<file path="config.mk">
export PLATFORM = sky130hd
export DESIGN_NAME = brr_adpcm_sample_decoder_top
export DESIGN_NICKNAME = d
export VERILOG_FILES = /design/src/rtl/brr_pkg.sv /design/src/rtl/brr_pred_unit.sv /design/src/rtl/brr_adpcm_sample_decoder_top.sv
export SDC_FILE = /design/constraint.sdc
export NUM_CORES = 1
export LEC_CHECK = 0
export BUFFER_PORTS_ARGS = -buffer_cell sky130_fd_sc_hd__buf_2
export CAP_MARGIN = 20
export CORE_ASPECT_RATIO = 0.75
export CORE_MARGIN = 2
export CORE_UTILIZATION = 50
export CTS_CLUSTER_SIZE = 40
export DETAILED_ROUTE_END_ITERATION = 7
export GPL_TIMING_DRIVEN = 1
export PLACE_DENSITY = 0.67
export SYNTH_ARGS = -nofsm -noshare
export SYNTH_HDL_FRONTEND = slang
export SYNTH_SLANG_ARGS = --single-unit
</file>
<file path="constraint.sdc">
create_clock -name clk -period 20 [get_ports clk]
set_clock_uncertainty 0.2 [all_clocks]
set_input_delay 2 -clock clk [delete_from_list [all_inputs] [get_ports clk]]
set_output_delay 2 -clock clk [all_outputs]
set_load 0.1 [all_outputs]
</file>
<file path="src/rtl/brr_pkg.sv">
// Shared types, constants and helpers for the BRR ADPCM sample decoder.
// Depends on nothing; the RTL files refer to it by scoped names, the verification files import it.
`default_nettype none

package brr_pkg;

    // Voice and block geometry
    localparam int VOICES            = 8;
    localparam int VOICE_W           = 3;
    localparam int VIDX_W            = (VOICES > 1) ? $clog2(VOICES) : 1;
    localparam int NIBBLES_PER_BLOCK = 16;
    localparam int CNT_W             = $clog2(NIBBLES_PER_BLOCK + 1);

    // Datapath widths
    localparam int BYTE_W    = 8;
    localparam int NIB_W     = 4;
    localparam int SHIFT_W   = 4;
    localparam int SAMPLE_W  = 16;
    localparam int COEF_W    = 8;
    localparam int FRAC_BITS = 6;
    localparam int PROD_W    = SAMPLE_W + COEF_W;
    // scaled nibble (19 bits) plus two terms of up to 18 bits
    localparam int ACC_W     = 21;

    localparam int SAMPLE_MAX = 32767;
    localparam int SAMPLE_MIN = -32768;

    // Header byte layout
    localparam int HDR_SHIFT_LSB = 4;
    localparam int HDR_FILT_LSB  = 2;
    localparam int HDR_LOOP_BIT  = 1;
    localparam int HDR_END_BIT   = 0;

    // Configuration register map
    localparam int CFG_IDX_W = 3;

    typedef enum logic [CFG_IDX_W-1:0] {
        CFG_F1_NEWER = 3'd0,
        CFG_F2_NEWER = 3'd1,
        CFG_F2_OLDER = 3'd2,
        CFG_F3_NEWER = 3'd3,
        CFG_F3_OLDER = 3'd4
    } cfg_reg_t;

    localparam logic signed [COEF_W-1:0] COEF_F1_NEWER_RST = 8'sd60;
    localparam logic signed [COEF_W-1:0] COEF_F2_NEWER_RST = 8'sd115;
    localparam logic signed [COEF_W-1:0] COEF_F2_OLDER_RST = -8'sd52;
    localparam logic signed [COEF_W-1:0] COEF_F3_NEWER_RST = 8'sd98;
    localparam logic signed [COEF_W-1:0] COEF_F3_OLDER_RST = -8'sd55;

    // Filter selection codes
    typedef enum logic [1:0] {
        FILT_NONE  = 2'd0,
        FILT_ONE   = 2'd1,
        FILT_TWO   = 2'd2,
        FILT_THREE = 2'd3
    } filt_t;

    // Sequencer states
    typedef enum logic [1:0] {
        ST_IDLE  = 2'd0,
        ST_NEWER = 2'd1,
        ST_OLDER = 2'd2,
        ST_EMIT  = 2'd3
    } seq_state_t;

    // Control of the shared multiply-accumulate unit
    typedef struct packed {
        logic en;
        logic first;
    } pred_ctl_t;

    // Clamp the accumulator to a signed 16-bit sample
    function automatic logic signed [SAMPLE_W-1:0] sat_sample(
        input logic signed [ACC_W-1:0] x
    );
        logic signed [SAMPLE_W-1:0] res;
        if (x > ACC_W'(SAMPLE_MAX))
            res = SAMPLE_W'(SAMPLE_MAX);
        else if (x < ACC_W'(SAMPLE_MIN))
            res = SAMPLE_W'(SAMPLE_MIN);
        else
            res = SAMPLE_W'(x);
        return res;
    endfunction

endpackage

`default_nettype wire

</file>
<file path="src/rtl/brr_pred_unit.sv">
// Shared multiply-accumulate unit: one weighted history term per cycle while ctl.en
// is high, floored by the 6-bit fraction, added to the scaled nibble. Uses brr_pkg.
`default_nettype none

module brr_pred_unit (
    input  wire logic                                  clk,
    input  wire brr_pkg::pred_ctl_t                    ctl,
    input  wire logic signed [brr_pkg::SAMPLE_W-1:0]   operand,
    input  wire logic signed [brr_pkg::COEF_W-1:0]     weight,
    input  wire logic signed [brr_pkg::ACC_W-1:0]      base,
    output logic signed [brr_pkg::ACC_W-1:0]           acc
);

    logic signed [brr_pkg::PROD_W-1:0] product;
    logic signed [brr_pkg::ACC_W-1:0]  term;
    logic signed [brr_pkg::ACC_W-1:0]  acc_reg;
    logic signed [brr_pkg::ACC_W-1:0]  acc_next;

    // Weight the history sample and drop the fraction (floor)
    assign product = operand * weight;
    assign term    = brr_pkg::ACC_W'(product >>> brr_pkg::FRAC_BITS);

    // Start from the scaled nibble on the first term, else accumulate
    assign acc_next = (ctl.first ? base : acc_reg) + term;

    always_ff @(posedge clk)
    begin
        if (ctl.en)
        begin
            acc_reg <= acc_next;
        end
    end

    assign acc = acc_reg;

endmodule

`default_nettype wire

</file>
<file path="src/rtl/brr_adpcm_sample_decoder_top.sv">
// Top level of the multi-channel BRR ADPCM sample decoder: sequencer,
// per-voice history, coefficient registers and output register.
// Depends on brr_pkg and brr_pred_unit.
//
//  channel | direction | handshake             | payload
//  --------+-----------+-----------------------+-------------------------------------
//  in      | request   | in_valid / in_stall   | voice, data_byte, restart
//  out     | result    | out_valid / out_stall | sample, out_voice, block_end,
//          |           |                       | loop_back, stop_play, last
//  cfg     | write     | cfg_valid / cfg_ready | cfg_index, cfg_data
//
// A header request is loaded in the idle state. A data request steps each nibble,
// upper first (only that one when the block ends on it), through newer, older and
// load steps: each passes the one multiplier twice, then saturates. in_stall is high from
// the cycle after a data request until its last sample is loaded. A stalled output
// holds its sample; the sequencer waits in its load step until the register frees.
// Reset is asynchronous, active low, leaves every voice expecting a header; cfg_ready is always high.
`default_nettype none

module brr_adpcm_sample_decoder_top (
    input  wire logic                                  clk,
    input  wire logic                                  rst_n,

    input  wire logic                                  in_valid,
    output logic                                       in_stall,
    input  wire logic [brr_pkg::VOICE_W-1:0]           voice,
    input  wire logic [brr_pkg::BYTE_W-1:0]            data_byte,
    input  wire logic                                  restart,

    output logic                                       out_valid,
    input  wire logic                                  out_stall,
    output logic signed [brr_pkg::SAMPLE_W-1:0]        sample,
    output logic [brr_pkg::VOICE_W-1:0]                out_voice,
    output logic                                       block_end,
    output logic                                       loop_back,
    output logic                                       stop_play,
    output logic                                       last,

    input  wire logic                                  cfg_valid,
    output logic                                       cfg_ready,
    input  wire logic [brr_pkg::CFG_IDX_W-1:0]         cfg_index,
    input  wire logic [brr_pkg::COEF_W-1:0]            cfg_data
);

    // Coefficient registers
    logic signed [brr_pkg::COEF_W-1:0] f1_newer_reg;
    logic signed [brr_pkg::COEF_W-1:0] f2_newer_reg;
    logic signed [brr_pkg::COEF_W-1:0] f2_older_reg;
    logic signed [brr_pkg::COEF_W-1:0] f3_newer_reg;
    logic signed [brr_pkg::COEF_W-1:0] f3_older_reg;

    // Per-voice state
    logic signed [brr_pkg::SAMPLE_W-1:0] prev_newer_reg [brr_pkg::VOICES];
    logic signed [brr_pkg::SAMPLE_W-1:0] prev_older_reg [brr_pkg::VOICES];
    logic [brr_pkg::BYTE_W-1:0]          header_reg     [brr_pkg::VOICES];
    logic [brr_pkg::CNT_W-1:0]           count_reg      [brr_pkg::VOICES];
    logic                                await_reg      [brr_pkg::VOICES];

    // Request under work
    brr_pkg::seq_state_t          state_reg;
    brr_pkg::seq_state_t          state_next;
    logic [brr_pkg::VOICE_W-1:0]  voice_reg;
    logic [brr_pkg::BYTE_W-1:0]   byte_reg;
    logic                         nib_sel_reg;

    // Output register
    logic                                 out_valid_reg;
    logic signed [brr_pkg::SAMPLE_W-1:0]  sample_reg;
    logic [brr_pkg::VOICE_W-1:0]          out_voice_reg;
    logic                                 block_end_reg;
    logic                                 loop_back_reg;
    logic                                 stop_play_reg;
    logic                                 last_reg;

    logic                                 in_accept;
    logic                                 voice_ok;
    logic [brr_pkg::VIDX_W-1:0]           vidx_in;
    logic [brr_pkg::VIDX_W-1:0]           vidx;
    logic                                 take_header;
    logic                                 start_data;
    logic                                 out_free;
    logic                                 emit_fire;

    logic [brr_pkg::BYTE_W-1:0]           hdr;
    brr_pkg::filt_t                       filt;
    logic [brr_pkg::SHIFT_W-1:0]          shift;
    logic signed [brr_pkg::COEF_W-1:0]    w_newer;
    logic signed [brr_pkg::COEF_W-1:0]    w_older;
    logic [brr_pkg::NIB_W-1:0]            nibble;
    logic signed [brr_pkg::ACC_W-1:0]     nib_ext;
    logic signed [brr_pkg::ACC_W-1:0]     base;
    logic signed [brr_pkg::ACC_W-1:0]     acc;
    logic signed [brr_pkg::SAMPLE_W-1:0]  operand;
    logic signed [brr_pkg::COEF_W-1:0]    weight;
    logic signed [brr_pkg::SAMPLE_W-1:0]  s_sat;
    logic [brr_pkg::CNT_W-1:0]            count_inc;
    logic                                 blk_end;
    brr_pkg::pred_ctl_t                   pred_ctl;

    // Request decode
    assign in_accept   = in_valid && !in_stall;
    assign voice_ok    = int'(voice) < brr_pkg::VOICES;
    assign vidx_in     = voice[brr_pkg::VIDX_W-1:0];
    assign take_header = in_accept && voice_ok && (restart || await_reg[vidx_in]);
    assign start_data  = in_accept && voice_ok && !restart && !await_reg[vidx_in];
    assign vidx        = voice_reg[brr_pkg::VIDX_W-1:0];

    // Header fields of the voice under work
    assign hdr   = header_reg[vidx];
    assign filt  = brr_pkg::filt_t'(hdr[brr_pkg::HDR_FILT_LSB +: 2]);
    assign shift = hdr[brr_pkg::HDR_SHIFT_LSB +: brr_pkg::SHIFT_W];

    // Pick the filter weights
    always_comb
    begin
        w_newer = '0;
        w_older = '0;
        case (filt)
            brr_pkg::FILT_ONE:
            begin
                w_newer = f1_newer_reg;
            end
            brr_pkg::FILT_TWO:
            begin
                w_newer = f2_newer_reg;
                w_older = f2_older_reg;
            end
            brr_pkg::FILT_THREE:
            begin
                w_newer = f3_newer_reg;
                w_older = f3_older_reg;
            end
            default:
            begin
                w_newer = '0;
                w_older = '0;
            end
        endcase
    end

    // Scale the nibble: upper first, sign-extended, shifted by the header
    assign nibble  = nib_sel_reg ? byte_reg[brr_pkg::NIB_W-1:0]
                                 : byte_reg[brr_pkg::BYTE_W-1:brr_pkg::NIB_W];
    assign nib_ext = brr_pkg::ACC_W'($signed(nibble));
    assign base    = nib_ext <<< shift;

    // Saturate and advance the block position
    assign s_sat     = brr_pkg::sat_sample(acc);
    assign count_inc = count_reg[vidx] + brr_pkg::CNT_W'(1);
    assign blk_end   = count_inc >= brr_pkg::CNT_W'(brr_pkg::NIBBLES_PER_BLOCK);
    assign out_free  = !out_valid_reg || !out_stall;

    // Sequencer: next state
    always_comb
    begin
        state_next = state_reg;
        case (state_reg)
            brr_pkg::ST_IDLE:
            begin
                if (start_data)
                    state_next = brr_pkg::ST_NEWER;
            end
            brr_pkg::ST_NEWER:
            begin
                state_next = brr_pkg::ST_OLDER;
            end
            brr_pkg::ST_OLDER:
            begin
                state_next = brr_pkg::ST_EMIT;
            end
            brr_pkg::ST_EMIT:
            begin
                if (out_free)
                begin
                    if (blk_end || nib_sel_reg)
                        state_next = brr_pkg::ST_IDLE;
                    else
                        state_next = brr_pkg::ST_NEWER;
                end
            end
            default:
            begin
                state_next = brr_pkg::ST_IDLE;
            end
        endcase
    end

    // Sequencer: outputs
    always_comb
    begin
        in_stall       = 1'b1;
        emit_fire      = 1'b0;
        pred_ctl.en    = 1'b0;
        pred_ctl.first = 1'b0;
        operand        = prev_newer_reg[vidx];
        weight         = w_newer;
        case (state_reg)
            brr_pkg::ST_IDLE:
            begin
                in_stall = 1'b0;
            end
            brr_pkg::ST_NEWER:
            begin
                pred_ctl.en    = 1'b1;
                pred_ctl.first = 1'b1;
            end
            brr_pkg::ST_OLDER:
            begin
                pred_ctl.en = 1'b1;
                operand     = prev_older_reg[vidx];
                weight      = w_older;
            end
            brr_pkg::ST_EMIT:
            begin
                emit_fire = out_free;
            end
            default:
            begin
                in_stall = 1'b1;
            end
        endcase
    end

    always_ff @(posedge clk or negedge rst_n)
    begin
        if (!rst_n)
            state_reg <= brr_pkg::ST_IDLE;
        else
            state_reg <= state_next;
    end

    // Shared multiply-accumulate
    brr_pred_unit u_pred (
        .clk     (clk),
        .ctl     (pred_ctl),
        .operand (operand),
        .weight  (weight),
        .base    (base),
        .acc     (acc)
    );

    // Capture the request; step to the lower nibble after the upper one
    always_ff @(posedge clk)
    begin
        if (in_accept)
        begin
            voice_reg <= voice;
            byte_reg  <= data_byte;
        end
        if (start_data)
            nib_sel_reg <= 1'b0;
        else if (emit_fire)
            nib_sel_reg <= 1'b1;
    end

    // Per-voice state: load headers, clear history on restart, advance history on each sample
    always_ff @(posedge clk or negedge rst_n)
    begin
        if (!rst_n)
        begin
            for (int i = 0; i < brr_pkg::VOICES; i++)
            begin
                prev_newer_reg[i] <= '0;
                prev_older_reg[i] <= '0;
                header_reg[i]     <= '0;
                count_reg[i]      <= '0;
                await_reg[i]      <= 1'b1;
            end
        end
        else if (take_header)
        begin
            if (restart)
            begin
                prev_newer_reg[vidx_in] <= '0;
                prev_older_reg[vidx_in] <= '0;
            end
            header_reg[vidx_in] <= data_byte;
            count_reg[vidx_in]  <= '0;
            await_reg[vidx_in]  <= 1'b0;
        end
        else if (emit_fire)
        begin
            prev_older_reg[vidx] <= prev_newer_reg[vidx];
            prev_newer_reg[vidx] <= s_sat;
            count_reg[vidx]      <= blk_end ? '0 : count_inc;
            if (blk_end)
                await_reg[vidx] <= 1'b1;
        end
    end

    // Coefficient writes; drop indices beyond the map
    assign cfg_ready = 1'b1;

    always_ff @(posedge clk or negedge rst_n)
    begin
        if (!rst_n)
        begin
            f1_newer_reg <= brr_pkg::COEF_F1_NEWER_RST;
            f2_newer_reg <= brr_pkg::COEF_F2_NEWER_RST;
            f2_older_reg <= brr_pkg::COEF_F2_OLDER_RST;
            f3_newer_reg <= brr_pkg::COEF_F3_NEWER_RST;
            f3_older_reg <= brr_pkg::COEF_F3_OLDER_RST;
        end
        else if (cfg_valid && cfg_ready)
        begin
            case (cfg_index)
                brr_pkg::CFG_F1_NEWER: f1_newer_reg <= cfg_data;
                brr_pkg::CFG_F2_NEWER: f2_newer_reg <= cfg_data;
                brr_pkg::CFG_F2_OLDER: f2_older_reg <= cfg_data;
                brr_pkg::CFG_F3_NEWER: f3_newer_reg <= cfg_data;
                brr_pkg::CFG_F3_OLDER: f3_older_reg <= cfg_data;
                default: ;
            endcase
        end
    end

    // Output register: load when free, drop once taken
    always_ff @(posedge clk or negedge rst_n)
    begin
        if (!rst_n)
            out_valid_reg <= 1'b0;
        else if (emit_fire)
            out_valid_reg <= 1'b1;
        else if (!out_stall)
            out_valid_reg <= 1'b0;
    end

    always_ff @(posedge clk)
    begin
        if (emit_fire)
        begin
            sample_reg    <= s_sat;
            out_voice_reg <= voice_reg;
            block_end_reg <= blk_end;
            loop_back_reg <= blk_end && hdr[brr_pkg::HDR_END_BIT] && hdr[brr_pkg::HDR_LOOP_BIT];
            stop_play_reg <= blk_end && hdr[brr_pkg::HDR_END_BIT] && !hdr[brr_pkg::HDR_LOOP_BIT];
            last_reg      <= blk_end || nib_sel_reg;
        end
    end

    assign out_valid = out_valid_reg;
    assign sample    = sample_reg;
    assign out_voice = out_voice_reg;
    assign block_end = block_end_reg;
    assign loop_back = loop_back_reg;
    assign stop_play = stop_play_reg;
    assign last      = last_reg;

    // Checks
    a_load_from_emit: assert property (@(posedge clk) disable iff (!rst_n)
        $rose(out_valid) |-> $past(state_reg == brr_pkg::ST_EMIT))
        else $error("output became valid without a load step");

    a_end_is_last: assert property (@(posedge clk) disable iff (!rst_n)
        (out_valid && block_end) |-> last)
        else $error("block end sample not marked last");

    a_flags_need_end: assert property (@(posedge clk) disable iff (!rst_n)
        (out_valid && (loop_back || stop_play)) |-> (block_end && !(loop_back && stop_play)))
        else $error("loop or stop flag outside a block end");

    a_busy_stalls: assert property (@(posedge clk) disable iff (!rst_n)
        (in_valid && !in_stall && !restart && voice_ok && !await_reg[vidx_in]) |=> in_stall)
        else $error("data request did not stall the input");

endmodule

`default_nettype wire

</file>
# Yosys cells after proc, flatten, opt, wreduce, memory -nomap -nowiden
# Cells that the tools add are included.
[totals] reg_bits=467 inputBits=28 word_cells=185
[classes] addsub=2 multipliers=1 magnitude_cmp=7 eq_ne=14 shift=1 mux=63 bitwise_logic=10 reduce_logical=30
[ops] op="2-to-1 mux 128 bit" count=6
[ops] op="AND 128 bit" count=2
[ops] op="bitwise mux 128 bit" count=2
[ops] op="2-to-1 mux 16 bit" count=9
[ops] op="NOT 128 bit" count=1
[ops] op="binary-select mux 16 bit (select 3 bit)" count=2
[ops] op="demux 16 bit (select 3 bit)" count=2
[ops] op="2-to-1 mux 40 bit" count=2
[ops] op="bitwise mux 64 bit" count=1
[ops] op="2-to-1 mux 8 bit" count=7
[ops] op="AND 40 bit" count=1
[ops] op="bitwise mux 40 bit" count=1
[ops] op="NOT 40 bit" count=1
[ops] op="demux 5 bit (select 3 bit)" count=2
[ops] op="2-to-1 mux 5 bit" count=5
[ops] op="binary-select mux 8 bit (select 3 bit)" count=1
[ops] op="demux 8 bit (select 3 bit)" count=1
[ops] op="multiplier 16 x 8 -> 24 bit" count=1
[ops] op="case mux 8 bit (3 select lines)" count=1
[ops] op="adder 21 x 18 -> 21 bit" count=1
[ops] op="greater-than comparator 21 x 16 -> 1 bit (second input constant)" count=1
[ops] op="< comparator 21 x 16 -> 1 bit (second input constant)" count=1
[ops] op="2-to-1 mux 21 bit" count=1
[ops] op="<<< shifter 4 x 4 -> 21 bit" count=1
[ops] op="31 further kinds" count=75

# Depth between registers and ports, before layout
# Gate-level depths: netlist of run 1.
[depth] depth_word=10 depth_mapped=41 mapped_depth_nobuf=37

# Cells and area by module
# From an unflattened synthesis of run 1, not the netlist that was laid out.
[hier_totals] cells_unflattened=2366 area_unflattened_um2=26583.0
[modules_own_cells] mod="brr_adpcm_sample_decoder_top" instances=1 cells_per_inst=1709 area_each_um2=20424.6 seq_area_each_um2=11360.9
[modules_own_cells] mod="brr_pred_unit" instances=1 cells_per_inst=657 area_each_um2=6158.4 seq_area_each_um2=630.6

# Worst setup path after synthesis of run 1
# No wires, ideal clock.
[synth_timing] kind="reg-to-reg" startpoint="register voice_reg (netlist bit vidx[0])" endpoint="register u_pred.acc_reg (netlist bit u_pred.acc[20]), data pin" setup_time_ns=0.271 t_arrival_ns=7.779 path_slack_ns=11.750 path_stages_with_launch=38 n_path_buf=2 path_cell_list="edfxtp_1 buf_6 mux4_2 nand2_1 and2_1 buf_6 mux2i_1 inv_1 mux4_2 a32oi_2 nor2_1 fa_1 inv_1 fa_1 inv_1 fa_1 inv_1 fa_1 (+2 left out) and3_1 a21o_1 and3_1 o21a_1 nor2_1 nor2b_1 nor2_1 xnor2_1 ha_1 a21oi_1 o21ai_0 a31oi_1 o31ai_1 o21ai_0 o21ai_0 mux2i_1 a221oi_1 xor2_1"
[synth_via] elab_chain_cells=9 word_cells_on_any_way=21 classes_between="add/sub (1); mul (1); eq/ne (3); shift (1); mux (14); bitwise (1)"
[synth_lines] item="start: declaration" line="brr_adpcm_sample_decoder_top.sv:62" rtl="logic [brr_pkg::VOICE_W-1:0] voice_reg;"
[synth_lines] item="start signal: assignment" line="brr_adpcm_sample_decoder_top.sv:247" rtl="voice_reg <= voice;"
[synth_lines] item="NOT 3 -> 4 bit (not written as such) *" line="brr_adpcm_sample_decoder_top.sv:109, brr_adpcm_sample_decoder_top.sv:195, brr_adpcm_sample_decoder_top.sv:210"
[synth_lines] item="binary-select mux 8 bit (select 3 bit)" line="brr_adpcm_sample_decoder_top.sv:109" rtl="assign hdr = header_reg[vidx];"
[synth_lines] item="2-to-1 mux 8 bit (not written as such) (2 in a row)" line="brr_adpcm_sample_decoder_top.sv:109"
[synth_lines] item="equality test 2 bit / equality test 2 x 1 -> 1 bit (equally long branches)" line="brr_adpcm_sample_decoder_top.sv:118" rtl="case (filt)"
[synth_lines] item="case mux 8 bit (3 select lines) / case mux 8 bit (2 select lines) (equally long branches)" line="brr_adpcm_sample_decoder_top.sv:118"
[synth_lines] item="2-to-1 mux 8 bit" line="brr_adpcm_sample_decoder_top.sv:197" rtl="case (state_reg)"
[synth_lines] item="multiplier 16 x 8 -> 24 bit" line="brr_pred_unit.sv:20" rtl="assign product = operand * weight;"
[synth_lines] item="adder 21 x 18 -> 21 bit *" line="brr_pred_unit.sv:24" rtl="assign acc_next = (ctl.first ? base : acc_reg) + term;"
[synth_lines] item="named net u_pred.acc_next, one bit" line="brr_pred_unit.sv:17" rtl="logic signed [brr_pkg::ACC_W-1:0] acc_next;"
[synth_lines] item="end signal: assignment" line="brr_pred_unit.sv:30" rtl="acc_reg <= acc_next;"
[synth_lines] item="end: declaration" line="brr_pred_unit.sv:16" rtl="logic signed [brr_pkg::ACC_W-1:0] acc_reg;"
# The timed path passes the listed nets; every way through them passes the cells marked *. The select of a mux whose other input is x is not followed.
# A chain may end at the register's enable or synchronous reset.

# Worst setup path after layout of run 1
# Same ends and word-level chain as after synthesis.

==> summary.md, run 1 <==
Status
• **result of the run** completed

Finish
• **count of antenna diodes in the layout** 0
• **most common library cell in the layout ignoring fill and taps** sky130_fd_sc_hd__dfrtp_1
• **most used cells in the layout excluding fill and tap cells** sky130_fd_sc_hd__dfrtp_1 (383), sky130_fd_sc_hd__nand2_1 (341), sky130_fd_sc_hd__o21ai_0 (289)
• **footprint of the multi-input gates** 12400 µm²
• **layout overhead on the synthesized area** 9.74%
• **Net count, final** 2686
• **fill cell total of the finished layout** 4277
• **sequential cell area** 12000 µm²
• **final cell utilization of the core** 55.8%
• **fraction of final layout cells with drive strength greater than 1** 16.3%
• **final cell count without fillers** 3184

Synth
• **Synth warnings** 0
• **ys flop type** sky130_fd_sc_hd__dfrtp_1
• **gate count of the mapped netlist** 2481
• **number of distinct library cells after synthesis** 81
• **count of flip-flops with a built-in enable after synthesis** 55
• **portion of synthesized cell area occupied by the leading cell type** 37.3%
• **Area contributors post-synth** sky130_fd_sc_hd__dfrtp_1 (37%), sky130_fd_sc_hd__fa_1 (8.0%), sky130_fd_sc_hd__edfxtp_1 (6.4%), sky130_fd_sc_hd__mux2_2 (5.8%), sky130_fd_sc_hd__o21ai_0 (5.6%)
• **Net Count, Synth** 2680
• **Yosys top cell by area** sky130_fd_sc_hd__dfrtp_1
• **mean area per synthesized cell** 10.3 µm²
• **mapped cell area** 25700 µm²
• **portion of the post-synthesis area used by sequential elements** 46.7%
• **count of state elements after synthesis** 467
• **share of flip-flops with an asynchronous set or reset** 88.0%

Critical path
• **Crit path arrival time** 11.01 ns
• **CP Data Required Time** 20.14 ns
• **critical path type** reg2reg
• **cell type of the slowest stage on the worst timing path** sky130_fd_sc_hd__a32oi_2
• **kind of end point of the critical path** flip-flop
• **critical path peak fanout** 42
• **Most Frequent Cell on Critical Path** sky130_fd_sc_hd__inv_1
• **Top Family by Delay on Critical Path** adder cells
• **sum of buffers and inverters on the critical path** 7
• **Worst path max stage delay** 0.73 ns
• **type of origin of the critical path** flip-flop

STA
• **Hold Slack** 0.269 ns
• **final-report hold violation count** 0
• **setup TNS** 0 ns
• **Final setup violation count** 0
• **RSZ-0062 raised after global routing** no
• **number of max-slew violations in the final report** 0
• **measured slew at the worst slew-check pin** 1.22 ns
• **final cycle utilization of the critical path** 54.4%
• **Max Freq** 92.0 MHz
• **min Tclk post-route** 10.87 ns
• **headroom to the max-slew limit** 19.0%

Drt
• **via count** 19554
• **mean number of vias per cell** 6.14
• **DRC violation count after routing** 0
• **wire length per cell** 23.6 µm
• **DRT iter0 DRCs** 2285
• **remaining number of nets flagged by the antenna check after routing** 0
• **routed wire length** 75.2 mm
• **number of iterations in the first detailed-routing pass** 6

Clock tree
• **Clk pin slew, worst setup/hold paths** 0.06 ns
• **count of cells resized by post-cts repair** 0
• **Clock Sink Count** 467
• **Clock Tree Root** sky130_fd_sc_hd__clkbuf_16
• **latest clock arrival within the worst-skew pair** 0.61 ns
• **worst-case clock buffer depth** 3
• **Hold-fix buffers, CTS** 0
• **clock tree from TritonCTS** done
• **CTS H-tree depth** 2
• **number of buffers inserted during clock tree synthesis** 48
• **post-CTS setup buffers** 0

GRT
• **GRT busiest layer** met1
• **number of antenna violations at the first check in global routing** 2
• **largest net degree at the start of global routing** 132
• **met3 usage in global routing** 5.80%
• **grt met1 use** 43.4%
• **Overflow after GRT** 0
• **met2 Usage GRT** 41.8%
• **via count of the first global-routing pass** 19927
• **Global Route Usage Sum** 28.8%
• **wire length of the first global-routing pass** 119 mm

Placement
• **weighted congestion reported at the end of routability-driven placement** 0.870
• **number of placed instances with taps included** 3092
• **detailed placer's ending HPWL** 49.0 mm
• **number of buffer cells added on primary ports** 52

Floorplanning
• **die area** 53200 µm²
• **DIE WIDTH** 266 µm
• **row count** 71
• **number of top-level pins** 54
• **Die Span Y** 200 µm
• **area of the core** 50500 µm²
• **starting density of the core** 50.9%

Run
• **max-capacitance violation count** 0

Min path
• **Hold Crit Class** reg2reg

## worst paths after layout
check	startpoint	endpoint	slack (ns)	cells past startpoint
max in group asynchronous	rst_n	f3_newer_reg[3]	15.07	4
worst min register to register	await_reg[5]	await_reg[5]	0.27	2
worst max-delay path	vidx[0]	u_pred.acc[20]	9.13	37
worst max register to register	vidx[0]	u_pred.acc[20]	9.13	37
worst min-delay path	await_reg[5]	await_reg[5]	0.27	2
min in group asynchronous	rst_n	prev_newer_reg[122]	1.31	1
## worst register-to-register path: cells and delay by family, from the launching register on
family	cells	cell delay, ns
and+or+nand+nor	8	1.47
muxes	4	1.49
buffers and inverters	7	1.25
DFF	1	0.63
AOI/OAI and AO/OA	10	2.64
xor gates and xnor gates	2	0.24
adders and majority gates	6	2.70
## layer usage
metal	routed length (µm)	share of wire, %
met3	6590	8.8
met2	32600	43
met1	33900	45
met4	2090	2.8
met5	19	0.025
## stage by stage
step,area (µm²),worst slack [ns]
6_report,28200,9.13
5_1_grt,28200,8.47
4_1_cts,28100,9.21
3_5_place_dp,26500,9.25
3_3_place_gp,26500,9.37
2_1_floorplan,25700,11.75
## Yosys cell counts (18+ instances only)
cell,number
sky130_fd_sc_hd__a21oi_1,62
sky130_fd_sc_hd__a22o_1,24
sky130_fd_sc_hd__a22oi_1,79
sky130_fd_sc_hd__buf_2,28
sky130_fd_sc_hd__clkbuf_1,89
sky130_fd_sc_hd__dfrtp_1,383
sky130_fd_sc_hd__dfstp_2,28
sky130_fd_sc_hd__edfxtp_1,55
sky130_fd_sc_hd__fa_1,103
sky130_fd_sc_hd__ha_1,68
sky130_fd_sc_hd__inv_1,168
sky130_fd_sc_hd__mux2_2,133
sky130_fd_sc_hd__mux2i_1,34
sky130_fd_sc_hd__mux4_2,18
sky130_fd_sc_hd__nand2_1,341
sky130_fd_sc_hd__nand3_1,18
sky130_fd_sc_hd__nor2_1,191
sky130_fd_sc_hd__nor2b_1,22
sky130_fd_sc_hd__nor3_1,18
sky130_fd_sc_hd__o21ai_0,289
sky130_fd_sc_hd__o21ai_1,23
sky130_fd_sc_hd__o22ai_1,32
sky130_fd_sc_hd__xnor2_1,29
## kinds of logic (layout without fill, tap and decap cells)
logic type / count (synthesis) / in the layout / share of synthesized area, %
muxes: 186 / 186 / 8.78
DFF: 467 / 467 / 46.7
and+or+nand+nor: 679 / 679 / 11.5
xor gates and xnor gates: 41 / 41 / 1.46
adders and majority gates: 171 / 171 / 11.3
buffers and inverters: 315 / 361 / 5.13
AOI/OAI and AO/OA: 621 / 621 / 15.1
other: 1 / 1 / 0.0146
## area by class of cell
type / instances / area share [%]
Clock inverter: 20 / 0.884
Sequential cell: 467 / 42.6
Multi-Input combinational cell: 1699 / 44.1
Clock buffer: 70 / 4.99
Timing Repair Buffer: 101 / 2.27
Tap cell: 657 / 2.92
Inverter: 170 / 2.27
Power of run 1 is not shown: default switching activity piles up to over one toggle a cycle in this logic, so the estimate is an artifact.
==> inputs of run 2 (changes only) <==
--- a/config.mk
+++ b/config.mk
@@ -5,6 +5,7 @@
 export SDC_FILE = /design/constraint.sdc
 export NUM_CORES = 1
 export LEC_CHECK = 0
+export ABC_AREA = 1
 export BUFFER_PORTS_ARGS = -buffer_cell sky130_fd_sc_hd__buf_2
 export CAP_MARGIN = 20
 export CORE_ASPECT_RATIO = 0.75
==> constraint.sdc (replaced) <==
create_clock -name clk -period 11.06 [get_ports clk]
set_clock_uncertainty 0.2 [all_clocks]
set_input_delay 1.106 -clock clk [delete_from_list [all_inputs] [get_ports clk]]
set_output_delay 1.106 -clock clk [all_outputs]
set_load 0.1 [all_outputs]
==> run 2 against run 1 <==
Net effect:
- die area rose by 2.6%
- clock-buffer cell count fell by 1
- final cell count rose by 21%
- synthesized area rose by 2.7%
- synthesized cell count rose by 25%
- maximum frequency rose by 13%
- via count rose by 11%
- critical path type unchanged
- largest cell class unchanged
==> summary.md, run 2 <==
Drt
• **via count** 21711
• **wire length per cell** 20.3 µm
• **DRC violation count after routing** 0
• **routed wire length** 78.3 mm
• **remaining number of nets flagged by the antenna check after routing** 0
• **number of iterations in the first detailed-routing pass** 6
• **DRT iter0 DRCs** 2444
• **mean number of vias per cell** 5.64

Synth
• **share of flip-flops with an asynchronous set or reset** 88.0%
• **Area contributors post-synth** sky130_fd_sc_hd__dfrtp_1 (36%), sky130_fd_sc_hd__nand2_1 (14%), sky130_fd_sc_hd__fa_1 (7.8%), sky130_fd_sc_hd__edfxtp_1 (6.3%), sky130_fd_sc_hd__inv_1 (5.7%)
• **count of flip-flops with a built-in enable after synthesis** 55
• **mean area per synthesized cell** 8.48 µm²
• **Yosys top cell by area** sky130_fd_sc_hd__dfrtp_1
• **portion of the post-synthesis area used by sequential elements** 45.5%
• **count of state elements after synthesis** 467
• **Net Count, Synth** 3308
• **gate count of the mapped netlist** 3109
• **Synth warnings** 0
• **ys flop type** sky130_fd_sc_hd__dfrtp_1
• **portion of synthesized cell area occupied by the leading cell type** 36.4%
• **mapped cell area** 26400 µm²
• **top-count cell post-synth** sky130_fd_sc_hd__nand2_1
• **top cell types by occurrence after synthesis** sky130_fd_sc_hd__nand2_1 (978), sky130_fd_sc_hd__inv_1 (399), sky130_fd_sc_hd__dfrtp_1 (383)
• **number of distinct library cells after synthesis** 61

Finish
• **fraction of final layout cells with drive strength greater than 1** 9.47%
• **Net count, final** 3311
• **count of antenna diodes in the layout** 0
• **layout overhead on the synthesized area** 8.86%
• **final cell utilization of the core** 55.4%
• **most used cells in the layout excluding fill and tap cells** sky130_fd_sc_hd__nand2_1 (978), sky130_fd_sc_hd__inv_1 (399), sky130_fd_sc_hd__dfrtp_1 (383)
• **most common library cell in the layout ignoring fill and taps** sky130_fd_sc_hd__nand2_1
• **fill cell total of the finished layout** 4675

STA
• **final-report hold violation count** 0
• **RSZ-0062 raised after global routing** no
• **headroom to the max-slew limit** 26.0%
• **number of max-slew violations in the final report** 0
• **min Tclk post-route** 9.60 ns
• **setup TNS** 0 ns
• **Final setup violation count** 0
• **final cycle utilization of the critical path** 86.8%
• **measured slew at the worst slew-check pin** 1.11 ns
• **Max Freq** 104 MHz

Clock tree
• **Clock Tree Root** sky130_fd_sc_hd__clkbuf_16
• **Hold-fix buffers, CTS** 0
• **clock tree from TritonCTS** done
• **Clk pin slew, worst setup/hold paths** 0.07 ns
• **CTS H-tree depth** 2
• **post-CTS setup buffers** 0
• **count of cells resized by post-cts repair** 0
• **number of buffers inserted during clock tree synthesis** 47
• **worst-case clock buffer depth** 3
• **latest clock arrival within the worst-skew pair** 0.62 ns
• **Clock Sink Count** 467

Run
• **max-capacitance violation count** 0

Min path
• **Hold Crit Class** reg2reg

GRT
• **wire length of the first global-routing pass** 123 mm
• **via count of the first global-routing pass** 21425
• **number of antenna violations at the first check in global routing** 0
• **Global Route Usage Sum** 28.8%
• **Overflow after GRT** 0
• **largest net degree at the start of global routing** 171

Floorplanning
• **area of the core** 51800 µm²
• **row count** 72
• **number of top-level pins** 54
• **die area** 54600 µm²
• **starting density of the core** 50.9%
• **Die Span Y** 203 µm
• **DIE WIDTH** 269 µm

Critical path
• **cell type of the slowest stage on the worst timing path** sky130_fd_sc_hd__edfxtp_1
• **worst setup slack for register-to-register paths** 1.46 ns
• **kind of end point of the critical path** flip-flop
• **critical path type** reg2reg
• **Most Frequent Cell on Critical Path** sky130_fd_sc_hd__nand2_1
• **type of origin of the critical path** flip-flop
• **Crit path arrival time** 9.73 ns
• **CP Data Required Time** 11.19 ns
• **critical path peak fanout** 20
• **Worst path max stage delay** 0.83 ns

Status
• **result of the run** completed

Placement
• **weighted congestion reported at the end of routability-driven placement** 0.906
• **detailed placer's ending HPWL** 51.7 mm
• **number of buffer cells added on primary ports** 52

==> run 2: cell count changes after synthesis, sizes merged, moves of 20 or more <==
| cell | before | now |
|---|---|---|
| a221oi | 14 | 34 |
| inv | 169 | 439 |
| buf | 56 | 82 |
| nand3 | 18 | 49 |
| nand2 | 341 | 989 |
| nor2b | 22 | 0 |
| mux2 | 134 | 0 |
| a22oi | 79 | 17 |
| o22ai | 32 | 91 |
| mux2i | 34 | 0 |
| clkbuf | 89 | 41 |
==> run 2: final cells by class <==
| cell class | count | area [µm²] | area share, % |
|---|---|---|---|
| Clock buffer | 69 | 1430 | 5.00 |
| Sequential cell | 467 | 12000 | 41.8 |
| Timing Repair Buffer | 77 | 483 | 1.68 |
| Clock inverter | 16 | 151 | 0.528 |
| Inverter | 439 | 1650 | 5.76 |
| Tap cell | 703 | 880 | 3.07 |
| Multi-Input combinational cell | 2080 | 12100 | 42.2 |
==> run 2: critical path, delay by kind of cell (launching register included) <==
| kind | cells | cell delay [ns] |
|---|---|---|
| buffers and inverters | 7 | 1.11 |
| XOR/XNOR | 1 | 0.15 |
| AND/OR/NAND/NOR | 13 | 2.60 |
| adder cells (fa/ha/maj) | 6 | 2.81 |
| flip-flops | 1 | 0.83 |
| AO/OA/AOI/OAI | 7 | 1.56 |
==> run 2: logic make-up (layout without fill, tap and decap cells) <==
logic type	count (synthesis)	count (layout)	synth area share, %
xor gates and xnor gates	45	45	1.52
other	1	1	0.0142
AOI/OAI and AO/OA	584	584	13.6
DFF	467	467	45.5
buffers and inverters	562	601	8.78
and+or+nand+nor	1279	1279	19.6
adders and majority gates	171	171	11.1
==> run 2: path summary, 6_finish.rpt <==
| path | cells after the start | to | start |
|---|---|---|---|
| min in group asynchronous | 1 | prev_newer_reg[115] | rst_n |
| max in group asynchronous | 3 | f2_older_reg[1] | rst_n |
| max | 34 | u_pred.acc[20] | vidx[0] |
| min reg2reg | 2 | prev_older_reg[17] | prev_older_reg[17] |
| min | 2 | prev_older_reg[17] | prev_older_reg[17] |
| max reg2reg | 34 | u_pred.acc[20] | vidx[0] |
==> run 2: layer usage <==
layer / vias to the layer above / share of wire, % / GRT usage [%]
met4: 0 / 2.3 / 7.04
met1: 10585 / 44 / 42.4
li1: 9924 / - / -
met3: 153 / 10 / 6.54
met5: - / 0 / 0
met2: 1049 / 43 / 43.3
==> run 2: per-stage QoR <==
| stage | worst slack, ns | instances | hold slack [ns] | area (µm²) |
|---|---|---|---|---|
| 2_1_floorplan | 3.84 | 3109 | 0.228 | 26400 |
| 3_3_place_gp | 1.75 | 3765 | 0.248 | 27100 |
| 3_5_place_dp | 1.66 | 3766 | 0.253 | 27100 |
| 4_1_cts | 1.56 | 3851 | 0.269 | 28700 |
| 5_1_grt | 0.739 | 3851 | 0.291 | 28700 |
| 6_report | 1.46 | 3851 | 0.267 | 28700 |
Power of run 2 is left out for the same reason.
